<file path="src/hw/rtl/tpf_pkg.sv">
// Shared types and constants for the transport stream PID filter.
`timescale 1ns / 1ps

package tpf_pkg;

	localparam int MAX_PIDS_DEF = 16;

	localparam logic OP_ADD    = 1'b0;
	localparam logic OP_PACKET = 1'b1;

	localparam logic [1:0] KIND_TABLE = 2'd0;

	localparam logic [1:0] AFC_PAYLOAD = 2'b01;
	localparam logic [1:0] AFC_ADAPT   = 2'b10;
	localparam logic [7:0] PCR_FLAG    = 8'h10;
	localparam logic [3:0] CC_MASK     = 4'hf;

	localparam logic [8:0] HDR_LEN  = 9'd4;
	localparam logic [8:0] PKT_SIZE = 9'd188;

	// Classified header word handed from the front to the back.
	typedef struct packed {
		logic        op;
		logic [12:0] pid;
		logic [1:0]  kind;
		logic [3:0]  cc;
		logic        has_payload;
		logic [8:0]  offset;
		logic [63:0] pcr_hit;
		logic [63:0] pcr_in;
	} cmd_t;

	typedef struct packed {
		logic        found;
		logic [3:0]  entry_index;
		logic [1:0]  entry_kind;
		logic        cc_error;
		logic [63:0] pcr_out;
		logic [8:0]  payload_offset;
		logic        section_hold;
		logic        table_full;
		logic [31:0] cc_error_total;
	} res_t;

endpackage

</file>
<file path="src/hw/rtl/tpf_front.sv">
// Front end: header classification and a two-word command queue.
`timescale 1ns / 1ps

module tpf_front (
	input  logic                clk,
	input  logic                arst_n,
	input  logic                in_valid,
	output logic                in_stall,
	input  logic                op,
	input  logic [12:0]         pid,
	input  logic [1:0]          kind,
	input  logic [7:0]          header_byte3,
	input  logic [7:0]          af_length,
	input  logic [7:0]          af_flags,
	input  logic [39:0]         pcr_bytes,
	input  logic                scan_pcr,
	input  logic signed [63:0]  pcr_in,
	output logic                cmd_valid,
	output tpf_pkg::cmd_t       cmd,
	input  logic                cmd_pop
);

	tpf_pkg::cmd_t cmd_in;
	tpf_pkg::cmd_t queue_q [2];
	logic          wr_ptr_q;
	logic          rd_ptr_q;
	logic [1:0]    count_q;
	logic [1:0]    afc;
	logic          has_adapt;
	logic          push;
	logic          pop;

	assign afc       = header_byte3[5:4];
	assign has_adapt = (afc & tpf_pkg::AFC_ADAPT) != 2'b00;

	always_comb begin
		cmd_in.op          = op;
		cmd_in.pid         = pid;
		cmd_in.kind        = kind;
		cmd_in.cc          = header_byte3[3:0] & tpf_pkg::CC_MASK;
		cmd_in.has_payload = (afc & tpf_pkg::AFC_PAYLOAD) != 2'b00;
		// header plus length byte plus the adaptation field itself
		cmd_in.offset      = has_adapt ? (tpf_pkg::HDR_LEN + 9'(af_length) + 9'd1)
		                               : tpf_pkg::HDR_LEN;
		cmd_in.pcr_in      = $unsigned(pcr_in);
		if (has_adapt && scan_pcr && ((af_flags & tpf_pkg::PCR_FLAG) != 8'h00)) begin
			cmd_in.pcr_hit = {31'b0, pcr_bytes[39:7]};
		end else begin
			cmd_in.pcr_hit = $unsigned(pcr_in);
		end
	end

	assign in_stall  = count_q == 2'd2;
	assign push      = in_valid && !in_stall;
	assign cmd_valid = count_q != 2'd0;
	assign pop       = cmd_pop && cmd_valid;
	assign cmd       = queue_q[rd_ptr_q];

	always_ff @(posedge clk or negedge arst_n) begin
		if (!arst_n) begin
			wr_ptr_q <= 1'b0;
			rd_ptr_q <= 1'b0;
			count_q  <= 2'd0;
		end else begin
			if (push) begin
				wr_ptr_q <= !wr_ptr_q;
			end
			if (pop) begin
				rd_ptr_q <= !rd_ptr_q;
			end
			count_q <= count_q + 2'(push) - 2'(pop);
		end
	end

	always_ff @(posedge clk) begin
		if (push) begin
			queue_q[wr_ptr_q] <= cmd_in;
		end
	end

endmodule

</file>
<file path="src/hw/rtl/tpf_back.sv">
// Back end: PID table walk, continuity check and result register.
`timescale 1ns / 1ps

module tpf_back #(
	parameter int MAX_PIDS = tpf_pkg::MAX_PIDS_DEF
) (
	input  logic           clk,
	input  logic           arst_n,
	input  logic           cmd_valid,
	input  tpf_pkg::cmd_t  cmd,
	output logic           cmd_pop,
	output logic           out_valid,
	input  logic           out_stall,
	output tpf_pkg::res_t  res
);

	localparam int IW = (MAX_PIDS > 1) ? $clog2(MAX_PIDS) : 1;
	localparam int CW = $clog2(MAX_PIDS + 1);

	typedef enum logic [2:0] {
		ST_IDLE   = 3'b001,
		ST_SEARCH = 3'b010,
		ST_FINISH = 3'b100
	} state_t;

	state_t        state_q;
	tpf_pkg::cmd_t cmd_q;
	logic [IW-1:0] cmp_idx_q;
	logic [IW-1:0] hit_idx_q;
	logic [1:0]    hit_kind_q;
	logic [3:0]    hit_ecc_q;
	logic          hit_seen_q;
	logic          hit_q;
	logic [CW-1:0] used_q;
	logic [31:0]   err_cnt_q;
	logic          out_valid_q;
	tpf_pkg::res_t res_q;

	logic [12:0]   pid_mem [MAX_PIDS];
	logic [1:0]    kind_mem [MAX_PIDS];
	logic [3:0]    ecc_mem [MAX_PIDS];
	logic          seen_mem [MAX_PIDS];
	logic [12:0]   rd_pid_q;
	logic [1:0]    rd_kind_q;
	logic [3:0]    rd_ecc_q;
	logic          rd_seen_q;
	logic [IW-1:0] rd_addr;

	logic          match;
	logic          last_cmp;
	logic          out_free;
	logic          finish;
	logic          is_add;
	logic          add_new;
	logic          pkt_hit;
	logic          cc_upd;
	logic          err;
	logic [IW-1:0] wr_addr;
	logic [31:0]   err_cnt_next;
	tpf_pkg::res_t res_d;

	assign match    = rd_pid_q == cmd_q.pid;
	assign last_cmp = ((IW + 1)'(cmp_idx_q) + (IW + 1)'(1)) == (IW + 1)'(used_q);
	assign out_free = !out_valid_q || !out_stall;
	assign finish   = (state_q == ST_FINISH) && out_free;
	assign cmd_pop  = (state_q == ST_IDLE) && cmd_valid;

	// Read the next entry while the current one is compared.
	always_comb begin
		rd_addr = '0;
		if (state_q == ST_SEARCH) begin
			rd_addr = cmp_idx_q + IW'(1);
		end
	end

	always_comb begin
		is_add  = cmd_q.op == tpf_pkg::OP_ADD;
		add_new = is_add && !hit_q && (used_q != CW'(MAX_PIDS));
		pkt_hit = !is_add && hit_q;
		cc_upd  = pkt_hit && cmd_q.has_payload;
		err     = cc_upd && hit_seen_q && (cmd_q.cc != hit_ecc_q);
		wr_addr = add_new ? IW'(used_q) : hit_idx_q;
		err_cnt_next = (err && (err_cnt_q != '1)) ? err_cnt_q + 32'd1 : err_cnt_q;

		res_d.found       = hit_q || add_new;
		res_d.entry_index = hit_q ? 4'(hit_idx_q) : (add_new ? 4'(used_q) : 4'd0);
		res_d.entry_kind  = hit_q ? hit_kind_q : (add_new ? cmd_q.kind : 2'd0);
		res_d.cc_error    = err;
		res_d.payload_offset = pkt_hit ? cmd_q.offset : 9'd0;
		res_d.section_hold   = pkt_hit && (hit_kind_q == tpf_pkg::KIND_TABLE)
		                       && (err || (cmd_q.offset >= tpf_pkg::PKT_SIZE));
		res_d.table_full     = is_add && !hit_q && !add_new;
		res_d.cc_error_total = err_cnt_next;
		if (is_add) begin
			res_d.pcr_out = 64'd0;
		end else if (hit_q) begin
			res_d.pcr_out = cmd_q.pcr_hit;
		end else begin
			res_d.pcr_out = cmd_q.pcr_in;
		end
	end

	always_ff @(posedge clk or negedge arst_n) begin
		if (!arst_n) begin
			state_q     <= ST_IDLE;
			hit_q       <= 1'b0;
			cmp_idx_q   <= '0;
			used_q      <= '0;
			err_cnt_q   <= '0;
			out_valid_q <= 1'b0;
		end else begin
			if (finish) begin
				out_valid_q <= 1'b1;
			end else if (out_valid_q && !out_stall) begin
				out_valid_q <= 1'b0;
			end
			unique case (state_q)
				ST_IDLE: begin
					if (cmd_valid) begin
						hit_q     <= 1'b0;
						cmp_idx_q <= '0;
						state_q   <= (used_q == '0) ? ST_FINISH : ST_SEARCH;
					end
				end
				ST_SEARCH: begin
					if (match) begin
						hit_q   <= 1'b1;
						state_q <= ST_FINISH;
					end else if (last_cmp) begin
						state_q <= ST_FINISH;
					end else begin
						cmp_idx_q <= cmp_idx_q + IW'(1);
					end
				end
				ST_FINISH: begin
					if (out_free) begin
						err_cnt_q <= err_cnt_next;
						if (add_new) begin
							used_q <= used_q + CW'(1);
						end
						state_q <= ST_IDLE;
					end
				end
				default: begin
					state_q <= ST_IDLE;
				end
			endcase
		end
	end

	// Payload registers and table memory.
	always_ff @(posedge clk) begin
		if (cmd_pop) begin
			cmd_q <= cmd;
		end
		if ((state_q == ST_SEARCH) && match) begin
			hit_idx_q  <= cmp_idx_q;
			hit_kind_q <= rd_kind_q;
			hit_ecc_q  <= rd_ecc_q;
			hit_seen_q <= rd_seen_q;
		end
		if (finish) begin
			res_q <= res_d;
		end
	end

	always_ff @(posedge clk) begin
		rd_pid_q  <= pid_mem[rd_addr];
		rd_kind_q <= kind_mem[rd_addr];
		rd_ecc_q  <= ecc_mem[rd_addr];
		rd_seen_q <= seen_mem[rd_addr];
		if (finish && add_new) begin
			pid_mem[wr_addr]  <= cmd_q.pid;
			kind_mem[wr_addr] <= cmd_q.kind;
		end
		// clear the seen mark on a new entry, set it on a payload packet
		if (finish && (add_new || cc_upd)) begin
			ecc_mem[wr_addr]  <= add_new ? 4'd0 : ((cmd_q.cc + 4'd1) & tpf_pkg::CC_MASK);
			seen_mem[wr_addr] <= cc_upd;
		end
	end

	assign out_valid = out_valid_q;
	assign res       = res_q;

endmodule

</file>
<file path="src/hw/rtl/ts_pid_filter_cc_pcr.sv">
// Top level of the transport stream PID filter with continuity check and PCR pick-up.
`timescale 1ns / 1ps

// Each input word is either a PID registration or one packet header, and each
// gives exactly one result word. Words are classified on entry and wait in a
// two-word queue; the back end then walks the PID table one entry per cycle
// through the single read port of the table memory. After registering a result
// the back end returns to idle and then takes the next queued word. The result
// sits in an output register that may be stalled while the next words are
// queued. No clearing pass is needed after reset: only entries below the fill
// count are ever compared.
module ts_pid_filter_cc_pcr #(
	parameter int MAX_PIDS = tpf_pkg::MAX_PIDS_DEF
) (
	input  logic               clk,
	input  logic               arst_n,
	input  logic               in_valid,
	output logic               in_stall,
	input  logic               op,
	input  logic [12:0]        pid,
	input  logic [1:0]         kind,
	input  logic [7:0]         header_byte3,
	input  logic [7:0]         af_length,
	input  logic [7:0]         af_flags,
	input  logic [39:0]        pcr_bytes,
	input  logic               scan_pcr,
	input  logic signed [63:0] pcr_in,
	output logic               out_valid,
	input  logic               out_stall,
	output logic               found,
	output logic [3:0]         entry_index,
	output logic [1:0]         entry_kind,
	output logic               cc_error,
	output logic signed [63:0] pcr_out,
	output logic [8:0]         payload_offset,
	output logic               section_hold,
	output logic               table_full,
	output logic [31:0]        cc_error_total
);

	tpf_pkg::cmd_t cmd;
	tpf_pkg::res_t res;
	logic          cmd_valid;
	logic          cmd_pop;

	tpf_front u_front (
		.clk          (clk),
		.arst_n       (arst_n),
		.in_valid     (in_valid),
		.in_stall     (in_stall),
		.op           (op),
		.pid          (pid),
		.kind         (kind),
		.header_byte3 (header_byte3),
		.af_length    (af_length),
		.af_flags     (af_flags),
		.pcr_bytes    (pcr_bytes),
		.scan_pcr     (scan_pcr),
		.pcr_in       (pcr_in),
		.cmd_valid    (cmd_valid),
		.cmd          (cmd),
		.cmd_pop      (cmd_pop)
	);

	tpf_back #(
		.MAX_PIDS (MAX_PIDS)
	) u_back (
		.clk       (clk),
		.arst_n    (arst_n),
		.cmd_valid (cmd_valid),
		.cmd       (cmd),
		.cmd_pop   (cmd_pop),
		.out_valid (out_valid),
		.out_stall (out_stall),
		.res       (res)
	);

	assign found          = res.found;
	assign entry_index    = res.entry_index;
	assign entry_kind     = res.entry_kind;
	assign cc_error       = res.cc_error;
	assign pcr_out        = $signed(res.pcr_out);
	assign payload_offset = res.payload_offset;
	assign section_hold   = res.section_hold;
	assign table_full     = res.table_full;
	assign cc_error_total = res.cc_error_total;

endmodule

</file>
<file path="config.mk">
export PLATFORM = sky130hd
export DESIGN_NAME = ts_pid_filter_cc_pcr
export DESIGN_NICKNAME = d
export VERILOG_FILES = /design/src/hw/rtl/tpf_pkg.sv /design/src/hw/rtl/tpf_front.sv /design/src/hw/rtl/tpf_back.sv /design/src/hw/rtl/ts_pid_filter_cc_pcr.sv
export SDC_FILE = /design/constraint.sdc
export NUM_CORES = 1
export LEC_CHECK = 0
export BUFFER_PORTS_ARGS = -buffer_cell sky130_fd_sc_hd__buf_4
export CAP_MARGIN = 5
export CORE_MARGIN = 4
export CORE_UTILIZATION = 62
export CTS_BUF_LIST = sky130_fd_sc_hd__clkbuf_8
export DETAILED_ROUTE_END_ITERATION = 6
export PLACE_DENSITY = 0.86
export SYNTH_ARGS = -nofsm -noshare
export SYNTH_HDL_FRONTEND = slang
export SYNTH_SLANG_ARGS = --single-unit
</file>
<file path="constraint.sdc">
create_clock -name clk -period 11 [get_ports clk]
set_input_delay 2.2 -clock clk [delete_from_list [all_inputs] [get_ports clk]]
set_output_delay 2.2 -clock clk [all_outputs]
set_load 0.01 [all_outputs]
</file>
### Yosys cells after proc, flatten, opt, wreduce, memory -nomap -nowiden

Memories as Yosys holds them, arrays and structs flattened. A register that Yosys moved wholly into a read port is not among the register bits.
Index checks and enable logic that the tools add are counted.

* add/subtract/negate cells: 9
* $lt $le $gt $ge: 1
* equal/unequal tests: 15
* muxes and demuxes: 32
* bitwise logic cells: 1
* reduce and logical (&&, ||, !) cells: 41

Operators with widths (count)
* 64-bit two-way mux: 2
* 32-bit by 1-bit adder with 32-bit output, second input constant: 1
* 32-bit two-way mux: 1
* 4-bit two-way mux: 8
* 32-bit inequality test, second input constant: 1
* 1-bit logical AND: 20
* 3-bit two-way mux: 5
* 13-bit equality test: 1
* 1-bit two-way mux: 10
* 3-bit by 8-bit adder with 9-bit output, first input constant: 1
* 9-bit by 1-bit adder with 9-bit output, second input constant: 1
* 9-bit by 8-bit greater-or-equal comparator with 1-bit output, second input constant: 1
* 9-bit two-way mux: 1
* 3-bit case mux with 3 select lines: 1
* 3-bit AND reduction: 3
* 4-bit by 1-bit adder with 4-bit output, second input constant: 2
* 4-bit case mux with 2 select lines: 1
* 1-bit logical NOT: 7
* 2-bit by 1-bit inequality test with 1-bit output, second input constant: 3
* 2-bit nonzero test: 3
* 4-bit by 1-bit adder with 5-bit output, second input constant: 1
* 5-bit by 1-bit adder with 5-bit output, second input constant: 1
* 5-bit equality test: 1
* 5-bit logical NOT: 1
* other kinds (17): 22

* register bits after elaboration: 176
* RAM bits: 636
* input bits: 149
* memories kept: 5

Memories
* u_front.queue_q: depth 2, bits a word 158, rd ports 1, clocked after Yosys merged registers in 1, write ports 1, RTL line tpf_front.sv:24 `tpf_pkg::cmd_t queue_q [2];`
* u_back.pid_mem: depth 16, bits a word 13, rd ports 1, clocked after Yosys merged registers in 1, write ports 1, RTL line tpf_back.sv:39 `logic [12:0] pid_mem [MAX_PIDS];`
* u_back.ecc_mem: depth 16, bits a word 4, rd ports 1, clocked after Yosys merged registers in 1, write ports 1, RTL line tpf_back.sv:41 `logic [3:0] ecc_mem [MAX_PIDS];`
* u_back.kind_mem: depth 16, bits a word 2, rd ports 1, clocked after Yosys merged registers in 1, write ports 1, RTL line tpf_back.sv:40 `logic [1:0] kind_mem [MAX_PIDS];`
* u_back.seen_mem: depth 16, bits a word 1, rd ports 1, clocked after Yosys merged registers in 1, write ports 1, RTL line tpf_back.sv:42 `logic seen_mem [MAX_PIDS];`

### Logic depth before layout (Yosys ltp)

Gate-level depths: netlist of the first run.

* word-level depth: 7
* depth in mapped cells: 9

### Modules after synthesis

A second synthesis of the first run with hierarchy kept.

* cells, all modules: 2129
* area total of the unflattened synthesis: 38351.8 um^2

By module, submodules not included
* tpf_back: times used 1, cells each 1522, area an instance 25964.9 um^2, sequential area each 19690.1 um^2
* tpf_front: times used 1, cells each 607, area an instance 12386.9 um^2, sequential area each 9589.2 um^2

### Least setup slack after synthesis of the first run

OpenSTA, ideal clock, no wires.

* kind: input -> register
* start: input port in_valid
* end: memory u_front.queue_q[0][0] in the netlist's numbering (enable)
* setup time: 0.678 ns
* arrival time: 8.846 ns
* required time: 10.322 ns
* setup slack: 1.476 ns
* cell stages on the path: 2
* buffers on the path: 0
* cells stage by stage: nand2_1 > nor2_1

* longest elaborated chain between the ends: 3

Ends and longest elaborated chain
* start: declaration: RTL line ts_pid_filter_cc_pcr.sv:17 `input logic in_valid,`
* 1-bit logical AND: RTL line tpf_front.sv:54 `assign push = in_valid && !in_stall;`
* 1-bit two-way mux: RTL line tpf_front.sv:76 `if (push) begin`
* 1-bit two-way mux (implied by the code): RTL line tpf_front.sv:77 `queue_q[wr_ptr_q] <= cmd_in;`
* end: declaration: RTL line tpf_front.sv:24

Every way passes these cells.

### Worst setup path after layout of the first run

* start: input port out_stall
* end: register u_back.err_cnt_q[17]

* longest elaborated chain between the ends: 3

Ends and longest elaborated chain
* start: declaration: RTL line ts_pid_filter_cc_pcr.sv:29 `input logic out_stall,`
* 1-bit logical NOT: RTL line tpf_back.sv:64 `assign out_free = !out_valid_q || !out_stall;`
* 1-bit logical OR: RTL line tpf_back.sv:64
* 2-bit AND reduction (no line)
* end signal: assignment: RTL line tpf_back.sv:137 `err_cnt_q <= err_cnt_next;`
* end: declaration: RTL line tpf_back.sv:35 `logic [31:0] err_cnt_q;`

Every way passes these cells.
A chain may end at the register's enable or synchronous reset.

==> reports/qor.csv, run 1 <==
stage,metric,value,unit
worst_setup_path,rr_startpoint,u_back.cmp_idx_q[0]$_DFFE_PN0P_,
synth,yosys-top-cells-area,"edfxtp_1 (73%), mux2_2 (5.7%), mux4_2 (3.6%)",
drt,wirelength,77.4,mm
pwr,ir_worst_vdd,0.178,mV
die,placementRows,90,
timing,tightestPinTransition,1.19,ns
clock_tree,clockBufferDepth,3,
worst_setup_path,path_cells,buf_4 > a21oi_4 > buf_4 > nand2_1 > or3_1 > xnor2_1,
layout,finalNetCount,2569,
drt,drtIter0Drc,1794,
die,start_util,62.8,%
synth,ys_ff_latch,990,
worst_setup_path,startpoint_type,input pin,
clock_tree,cts_sinks,990,
timing,post-route-min-period,4.27,ns
min_path,hold_path.class,reg -> reg,
clock_tree,cts-htree-levels,4,
synth,syn-num-nets,2232,
pwr,powerDensity,232,nW/um^2
synth,synth_area,38000,um^2
worst_setup_path,cpPeakStageDelay,0.83,ns
drt,drtAntennaViolNets,0,
worst_setup_path,critical_path.endpoint,u_back.err_cnt_q[17]$_DFFE_PN0P_,
placed_design,port_buffers,249,
layout,area_growth,14.7,%
worst_setup_path,endpoint_kind,flip-flop,
drt,via_per_inst,5.94,
placed_design,post-dp-hpwl,45.9,mm
worst_setup_path,rr_worst_depth,7,
synth,synth_common_cells,"edfxtp_1 (920), mux2_2 (193), nand2_1 (101)",
clock_tree,clockRootBuffer,clkbuf_8,
clock_tree,post_cts_buffers,0,
worst_setup_path,reg2reg_to,u_back.rd_kind_q[0]$_DFF_P_,
layout,drive_gt1_share,29.7,%
placed_design,gp_congestion,0.830,
run,max_cap_viol_count,0,
synth,synthCells,2075,
die,dieArea,65200,um^2
timing,period_share,38.8,%
worst_setup_path,path_buf_inv,2,
drt,wire_per_inst,23.4,um
run_status,outcome,finished clean,
global_route,grt_max_degree,159,
global_route,first_global_vias,21100,
worst_setup_path,path_max_fanout,69,
worst_setup_path,ff2ff_setup_slack,7.37,ns
die,dieWidth,255,um
synth,synth_top_area_share,72.8,%
die,die_h,255,um
worst_setup_path,cp_num_cells,6,
die,ioPinCount,266,
clock_tree,worstSkewPairLatency,0.80,ns
worst_setup_path,path_delay_family,simple AND/OR/NAND/NOR gates,
drt,vias,19600,
timing,grt_setup_unrepaired,false,
worst_setup_path,crit_slowest_cell,buf_4,
synth,ys_types,59,
clock_tree,cts_tree,done,
timing,finalClockSkew,0.0276,ns
worst_setup_path,critPathKind,in -> reg,
timing,finalHoldViolCount,0,
global_route,grt_pass1_wl,120,mm
clock_tree,cts_resized,0,
synth,syn_area_per_cell,18.3,um^2
worst_setup_path,path_common_cell,buf_4,
synth,synth_largest_area_cell,edfxtp_1,
synth,synth_edf_count,920,
clock_tree,clkSlewWorstSetupHoldPaths,0.06,ns
worst_setup_path,worstPathArrival,4.95,ns
timing,final.setup.tns,0,ns
synth,async_flop_share,5.05,%
timing,max_freq,234,MHz
timing,setup_viol,0,
drt,firstDrtPassIters,7,
synth,yosysSeqAreaShare,77.1,%
synth,synthFlopType,edfxtp_1,
worst_setup_path,worstPathRequired,11.68,ns
timing,drv_slew,0,
pwr,p_total,10.1,mW
synth,synth.most_common_cell,edfxtp_1,
die,core,60500,um^2
worst_setup_path,critical_path.startpoint,out_stall,
drt,drc,0,
synth,ys_warn_count,0,
global_route,overflow,0,
timing,max_slew_margin,20.7,%
clock_tree,cts_buffers,146,
global_route,grt_antenna_before_repair,7,
clock_tree,postCtsHoldBufs,0,
global_route,grt.total_usage,23.8,%
pwr,power_leakage,15.1,nW
-- where the power goes --
group          internal (mW)  switching (mW)
Combinational          0.668            1.03
Clock                   1.44            1.34
Sequential              5.24           0.371
Total                   7.35            2.74
-- worst register-to-register path: cells and delay by family, from the launching register on --
family                    cells  cell delay, ns
DFF                           1            0.33
AOI/OAI and AO/OA             2            0.66
xor gates and xnor gates      1            0.30
buffers and inverters         1            0.61
and+or+nand+nor               3            1.57
-- worst min-delay path by stage --
stage / start / cells after the start / endpoint
floorplan: u_back.rd_ecc_q[0]$_DFF_P_ / 0 / u_back.hit_ecc_q[0]$_DFFE_PN_
global route: u_back.rd_ecc_q[2]$_DFF_P_ / 0 / u_back.hit_ecc_q[2]$_DFFE_PN_
global placement: u_back.rd_ecc_q[0]$_DFF_P_ / 0 / u_back.hit_ecc_q[0]$_DFFE_PN_
detailed placement: u_back.rd_ecc_q[2]$_DFF_P_ / 0 / u_back.hit_ecc_q[2]$_DFFE_PN_
finish: u_back.rd_kind_q[0]$_DFF_P_ / 0 / u_back.hit_kind_q[0]$_DFFE_PN_
CTS: u_back.rd_ecc_q[2]$_DFF_P_ / 0 / u_back.hit_ecc_q[2]$_DFFE_PN_
-- sequential cells by signal, summed over array words and instances (netlist names), 13 cells and up --
signal / count
u_back.seen_mem: 16
u_back.err_cnt_q: 32
u_back.rd_pid_q: 13
u_back.res: 115
u_back.ecc_mem: 64
u_front.queue_q: 316
u_back.kind_mem: 32
u_back.pid_mem: 208
u_back.cmd_q: 158
-- metal layers --
metal  track usage, %  wire [um]  vias up
li1                 -          -     8684
met1             29.0      28400     9932
met2             40.3      40200      845
met3             6.52       6130      184
met4             10.2       2630        4
met5                0         34        -
-- cell type report --
cell class / count / area (um^2)
flip-flops and latches: 990 / 29300
fillers: 3270 / 16900
multi-input cells: 976 / 8310
clock buffers: 158 / 2170
repair buffers: 285 / 2150
well taps: 782 / 978
clock inverters: 100 / 574
inverters: 13 / 53.8
diodes: 6 / 15.0
-- cell families after synthesis --
group / count (synthesis) / synth area share (%)
DFF: 990 / 77.1
and+or+nand+nor: 411 / 5.45
muxes: 337 / 11.5
AOI/OAI and AO/OA: 121 / 2.16
buffers and inverters: 109 / 1.17
xor gates and xnor gates: 99 / 2.32
adders and majority gates: 8 / 0.264
-- metrics by stage --
step | instance area, um^2 | hold slack, ns | worst slack [ns] | utilization [%] | instances
2_1_floorplan | 38000 | 0.386 | 1.48 | - | 2075
3_3_place_gp | 40800 | 0.387 | 6.04 | 67.4 | 3046
3_5_place_dp | 40800 | 0.391 | 5.88 | 67.4 | 3046
4_1_cts | 43500 | 0.405 | 6.74 | 72.0 | 3304
5_1_grt | 43500 | 0.407 | 6.54 | 72.0 | 3308
6_report | 43500 | 0.405 | 6.73 | 72.0 | 3310
-- cells in the final DEF (no fill, tap or decap), types with 20 or more instances in the layout --
master	netlist	final
mux2_2	193	193
buf_4	2	284
dfxtp_1	20	20
clkinv_1	0	25
dfrtp_1	49	46
a211oi_1	20	20
edfxtp_1	920	920
nor2_1	88	85
a31oi_1	24	24
a22oi_1	20	20
xor2_1	47	46
nand2_1	101	101
inv_1	13	57
xnor2_1	51	50
clkbuf_8	0	158
mux2i_1	84	84
nor2b_1	66	66
nand3_1	27	26
and2_1	50	50
mux4_2	60	60
o21ai_0	25	24
Power figures use the tool's default switching activity.
==> run 2, diff against run 1 <==
==> constraint.sdc (replaced) <==
create_clock -name clk -period 4.3 [get_ports clk]
set_input_delay 0.86 -clock clk [delete_from_list [all_inputs] [get_ports clk]]
set_output_delay 0.86 -clock clk [all_outputs]
set_load 0.01 [all_outputs]
==> run 2 against run 1 <==
Compared with the run above:
- register-to-register slack got worse by 6.4 ns
- clock skew is essentially flat
- critical path depth rose by 1
- die area unchanged
- sequential share of layout area decreased by 0.11 points
- first-iteration DRC count up 1.3%
- hold slack worse by 0.28 ns
- wire length fell by 0.17%
- sequential power rose to 2.6 times the previous value
- global-route usage down 0.16 points
- combinational power increased to 2.5 times the previous value
- utilization increased by 0.12 points
- largest cell class unchanged
- largest power group unchanged
==> reports/qor.csv, run 2 (same netlist as run 1, synthesis figures left out) <==
stage,metric,value,unit
worst_setup_path,critPathKind,reg -> reg,
run,max_cap_viol_count,0,
layout,final_cell_mix,"edfxtp_1 (920), buf_4 (283), mux2_2 (193)",
min_path,hold_path.class,in -> async,
timing,grt_setup_unrepaired,false,
clock_tree,postCtsHoldBufs,0,
placed_design,gp_congestion,0.852,
placed_design,port_buffers,249,
clock_tree,cts_sinks,990,
global_route,grt_antenna_before_repair,8,
timing,finalClockSkew,0.0278,ns
worst_setup_path,path_max_fanout,37,
layout,largest_reg_flops,316,
layout,stdcell_area,43600,um^2
timing,setup_viol,0,
pwr,power_leakage,15.1,nW
worst_setup_path,startpoint_type,flip-flop,
die,start_util,62.8,%
drt,vias,19800,
layout,fillerInstances,3265,
worst_setup_path,worstPathArrival,3.73,ns
timing,post-route-min-period,3.34,ns
placed_design,dpl.cell_count,3051,
layout,layout.cells.non_filler,3324,
placed_design,post-dp-hpwl,46.0,mm
layout,finalNetCount,2576,
die,die_h,255,um
clock_tree,clockBufferDepth,3,
placed_design,placed_area,40900,um^2
pwr,swShare,27.1,%
clock_tree,worstSkewPairLatency,0.77,ns
layout,top_regs,"u_front.queue_q: 316 flops, u_back.pid_mem: 208 flops, u_back.cmd_q: 158 flops",
global_route,first_global_vias,21100,
worst_setup_path,rr_worst_depth,7,
global_route,overflow,0,
drt,via_per_inst,5.95,
die,ioPinCount,266,
drt,wire_per_inst,23.2,um
timing,max_freq,300,MHz
worst_setup_path,worstPathRequired,4.69,ns
clock_tree,cts_tree,done,
die,dieArea,65200,um^2
pwr,p_sw,6.97,mW
pwr,ir_worst_vdd,0.832,mV
drt,firstDrtPassIters,6,
drt,drtIter0Drc,1818,
drt,wirelength,77.3,mm
global_route,grt_pass1_wl,119,mm
run_status,outcome,finished clean,
pwr,powerDensity,589,nW/um^2
worst_setup_path,endpoint_kind,flip-flop,
timing,tightestPinTransition,1.30,ns
clock_tree,clkSlewWorstSetupHoldPaths,0.06,ns
clock_tree,cts_buffers,148,
layout,regMostFlops,u_front.queue_q,
pwr,p_total,25.7,mW
drt,drc,0,
timing,drv_slew,0,
timing,period_share,77.6,%
timing,final.setup.tns,0,ns
clock_tree,cts_resized,0,
clock_tree,clockRootBuffer,clkbuf_8,
die,core,60500,um^2
timing,finalHoldViolCount,0,
drt,drtAntennaViolNets,0,
layout,area_growth,14.9,%
pwr,cellInternalPower,18.7,mW
layout,final_common_cell,edfxtp_1,
global_route,grt_max_degree,159,
layout,drive_gt1_share,29.6,%
timing,max_slew_margin,13.3,%
die,dieWidth,255,um
pwr,clkPwrFrac,27.2,%
clock_tree,post_cts_buffers,0,
pwr,combPwrFrac,16.9,%
die,placementRows,90,
clock_tree,cts-htree-levels,4,
pwr,power_frac_seq,56.0,%
global_route,grt.total_usage,23.6,%
## run 2: cell count changes in the layout (fill, tap and decap cells not counted), moves of 3 or more
cell and change:
inv_6 -3, buf_12 +6, inv_1 +13, bufinv_16 -3
## run 2: cell type report
class,instances,area [um^2],area share [%]
diodes,8,20.0,0.0459
repair buffers,290,2260,5.19
multi-input cells,976,8310,19.1
clock buffers,160,2200,5.05
well taps,782,978,2.24
flip-flops and latches,990,29300,67.1
inverters,13,52.6,0.120
clock inverters,105,504,1.16
## run 2: per-stage QoR
| step | utilization (%) | hold slack (ns) | setup WS [ns] |
|---|---|---|---|
| floorplan | - | 0.386 | 0.119 |
| detailed placement | 67.6 | 0.389 | 1.07 |
| global placement | 67.6 | 0.386 | 1.35 |
| global route | 72.1 | 0.113 | 0.858 |
| CTS | 72.1 | 0.0689 | 1.03 |
| finish | 72.1 | 0.123 | 0.962 |
## run 2: critical path: stages, from the launching register on
cell	delay (ns)
dfrtp_4	0.53
buf_4	0.56
nand3_1	0.30
inv_1	0.52
nand2_1	0.12
nor2_1	0.13
o21ai_0	0.27
nor2_1	0.53
## run 2: final timing paths
| check | startpoint | slack, ns | endpoint |
|---|---|---|---|
| worst max-delay path | u_back.hit_q$_DFFE_PN0P_ | 0.96 | u_back.ecc_mem[5][3]$_DFFE_PP_ |
| min in group clk | pcr_in[36] | 0.28 | u_front.queue_q[0][36]$_DFFE_PP_ |
| worst min register to register | u_back.rd_ecc_q[0]$_DFF_P_ | 0.42 | u_back.hit_ecc_q[0]$_DFFE_PN_ |
| worst max register to register | u_back.hit_q$_DFFE_PN0P_ | 0.96 | u_back.ecc_mem[5][3]$_DFFE_PP_ |
| worst min-delay path | arst_n | 0.12 | u_back.err_cnt_q[19]$_DFFE_PN0P_ |
| max in group asynchronous | arst_n | 3.63 | u_front.rd_ptr_q$_DFFE_PN0P_ |
## run 2: metal layers
layer / vias up / wire length [um] / GRT usage (%)
li1: 8696 / - / -
met1: 10100 / 28400 / 28.5
met2: 849 / 40000 / 40.2
met3: 191 / 5990 / 6.26
met4: 2 / 2890 / 10.9
met5: - / 13 / 0
## run 2: power by group through the flow
stage	logic [mW]	registers (mW)	clock network (mW)
4_1_cts	4.38	14.4	7.11
2_1_floorplan	3.00	14.2	0
5_1_grt	4.70	14.5	7.59
3_5_place_dp	4.32	14.5	0
3_3_place_gp	4.12	14.3	0
6_report	4.33	14.4	6.97
==> run 3, diff against run 2 <==
--- a/config.mk
+++ b/config.mk
@@ -8,10 +8,10 @@
 export BUFFER_PORTS_ARGS = -buffer_cell sky130_fd_sc_hd__buf_4
 export CAP_MARGIN = 5
 export CORE_MARGIN = 4
-export CORE_UTILIZATION = 62
+export CORE_UTILIZATION = 56
 export CTS_BUF_LIST = sky130_fd_sc_hd__clkbuf_8
 export DETAILED_ROUTE_END_ITERATION = 6
-export PLACE_DENSITY = 0.86
+export PLACE_DENSITY = 0.82
 export SYNTH_ARGS = -nofsm -noshare
 export SYNTH_HDL_FRONTEND = slang
 export SYNTH_SLANG_ARGS = --single-unit
==> constraint.sdc (replaced) <==
create_clock -name clk -period 3 [get_ports clk]
set_input_delay 0.6 -clock clk [delete_from_list [all_inputs] [get_ports clk]]
set_output_delay 0.6 -clock clk [all_outputs]
set_load 0.01 [all_outputs]
==> run 3 against run 2 <==
Compared with the run above:
- worst setup slack worse by 0.92 ns
- die area grew 10%
- wire length increased by 4.9%
- register-to-register slack lost 0.92 ns
- utilization shrank 4.9 points
- global-route usage shrank 1.2 points
- critical path type unchanged
- largest power group unchanged
==> reports/qor.csv, run 3 (same netlist as run 1, synthesis figures left out) <==
stage,metric,value,unit
global_route,grt_antenna_before_repair,10,
timing,setup_viol,0,
clock_tree,clockRootBuffer,clkbuf_8,
global_route,grt.total_usage,22.4,%
timing,finalClockSkew,0.0299,ns
min_path,hold_path.class,in -> reg,
pwr,power_leakage,15.7,nW
worst_setup_path,path_cells,inv_1 > ha_1 > a311oi_4 > buf_4 > a31oi_1 > nor2_1,
clock_tree,clockBufferDepth,3,
pwr,powerDensity,835,nW/um^2
die,dieWidth,268,um
die,start_util,56.5,%
drt,drc,0,
timing,finalHoldViolCount,0,
timing,final.setup.tns,0,ns
global_route,overflow,0,
layout,top_regs,"u_front.queue_q: 316 flops, u_back.pid_mem: 208 flops, u_back.cmd_q: 158 flops",
drt,drtIter0Drc,1681,
placed_design,post-dp-hpwl,47.8,mm
timing,max_freq,338,MHz
layout,multi_input_area,8370,um^2
placed_design,pre_cts_ws,0.0122,ns
placed_design,gp_congestion,0.847,
drt,via_per_inst,5.73,
drt,drtAntennaViolNets,0,
global_route,grt_pass1_wl,122,mm
layout,area_growth,18.9,%
layout,stdcell_area,45100,um^2
clock_tree,cts_sinks,990,
timing,post-route-min-period,2.96,ns
pwr,ir_worst_vdd,0.903,mV
worst_setup_path,critPathKind,reg -> reg,
drt,wirelength,81.1,mm
worst_setup_path,path_buf_inv,2,
pwr,swShare,27.6,%
clock_tree,cts-htree-levels,4,
pwr,power_frac_seq,54.0,%
layout,final_cell_mix,"edfxtp_1 (920), buf_4 (315), mux2_2 (193)",
layout,finalNetCount,2704,
layout,fillerInstances,4049,
clock_tree,worstSkewPairLatency,0.78,ns
pwr,clkPwrFrac,27.1,%
pwr,combPwrFrac,18.9,%
timing,setup_ws,0.0444,ns
die,dieArea,72000,um^2
worst_setup_path,worstPathArrival,3.35,ns
layout,regMostFlops,u_front.queue_q,
clock_tree,clkSlewWorstSetupHoldPaths,0.06,ns
drt,firstDrtPassIters,5,
timing,tightestPinTransition,1.06,ns
worst_setup_path,path_max_fanout,14,
run_status,outcome,finished clean,
global_route,first_global_vias,21600,
die,ioPinCount,266,
worst_setup_path,crit_slowest_cell,nor2_1,
layout,final_common_cell,edfxtp_1,
global_route,grt_max_degree,125,
layout,ff_latch_area,29300,um^2
worst_setup_path,endpoint_kind,flip-flop,
worst_setup_path,path_delay_family,compound AO/OA/AOI/OAI gates,
timing,drv_slew,0,
placed_design,port_buffers,249,
drt,wire_per_inst,22.9,um
placed_design,placed_area,41400,um^2
run,max_cap_viol_count,0,
worst_setup_path,startpoint_type,flip-flop,
clock_tree,cts_buffers,149,
layout,drive_gt1_share,30.6,%
die,core,67200,um^2
worst_setup_path,ff2ff_setup_slack,0.04,ns
pwr,cellInternalPower,27.3,mW
die,placementRows,95,
worst_setup_path,worstPathRequired,3.39,ns
clock_tree,cts_tree,done,
die,die_h,268,um
worst_setup_path,cpPeakStageDelay,0.54,ns
timing,max_slew_margin,29.2,%
layout,largest_reg_flops,316,
pwr,p_sw,10.4,mW
drt,vias,20300,
timing,period_share,98.5,%
[run 3: worst min-delay path, delay by kind of cell]
family / cells / cell delay (ns)
buf+inv: 1 / 0.11
simple gates: 2 / 0.13
[run 3: final timing paths]
| check | from | end | cells past startpoint |
|---|---|---|---|
| worst max-delay path | u_back.used_q[1]$_DFFE_PN0P_ | u_back.ecc_mem[4][3]$_DFFE_PP_ | 6 |
| worst min-delay path | out_stall | u_back.out_valid$_DFFE_PN0P_ | 3 |
| worst max register to register | u_back.used_q[1]$_DFFE_PN0P_ | u_back.ecc_mem[4][3]$_DFFE_PP_ | 6 |
| worst min register to register | u_back.rd_ecc_q[2]$_DFF_P_ | u_back.hit_ecc_q[2]$_DFFE_PN_ | 0 |
| min in group asynchronous | arst_n | u_back.err_cnt_q[30]$_DFFE_PN0P_ | 2 |
| max in group asynchronous | arst_n | u_back.hit_q$_DFFE_PN0P_ | 2 |
[run 3: metrics by stage]
stage | hold WS [ns] | std cells | util (%) | power, mW
3_3_place_gp | 0.387 | 3182 | 61.7 | 27.0
4_1_cts | 0.0235 | 3535 | 67.1 | 37.8
3_5_place_dp | 0.390 | 3182 | 61.7 | 27.5
5_1_grt | 0.0652 | 3546 | 67.2 | 39.4
6_report | 0.108 | 3548 | 67.2 | 37.7
2_1_floorplan | 0.304 | 2075 | - | 24.7
[run 3: what timing repair did]
item                                   CTS  global route
setup buffers                            0             1
resized for setup                        0             9
hold buffers                            86             0
endpoints found under the hold margin  219             0
setup endpoints to repair                0           307
[run 3: area by class of cell]
type | count | share of cell area, %
Inverter | 13 | 0.116
Sequential cell | 990 | 64.9
Tap cell | 873 | 2.42
Antenna cell | 12 | 0.0665
Clock inverter | 107 | 1.23
Timing Repair Buffer | 417 | 7.86
Clock buffer | 160 | 4.88
Multi-Input combinational cell | 976 | 18.5
[run 3: layer usage]
metal	GRT usage [%]	share of wire, %	vias to the layer above
met5	0	0.016	-
met4	8.41	3.0	2
met3	6.08	7.5	177
met2	38.9	53	873
met1	27.3	37	10300
li1	-	-	8968
[run 3: power by group through the flow]
stage | logic, mW | registers [mW] | clock network (mW)
final | 7.13 | 20.3 | 10.2
after global routing | 7.70 | 20.6 | 11.1
after CTS | 7.15 | 20.3 | 10.4
after detailed placement | 6.97 | 20.6 | 0
after global placement | 6.68 | 20.4 | 0
after floorplan | 4.33 | 20.4 | 0
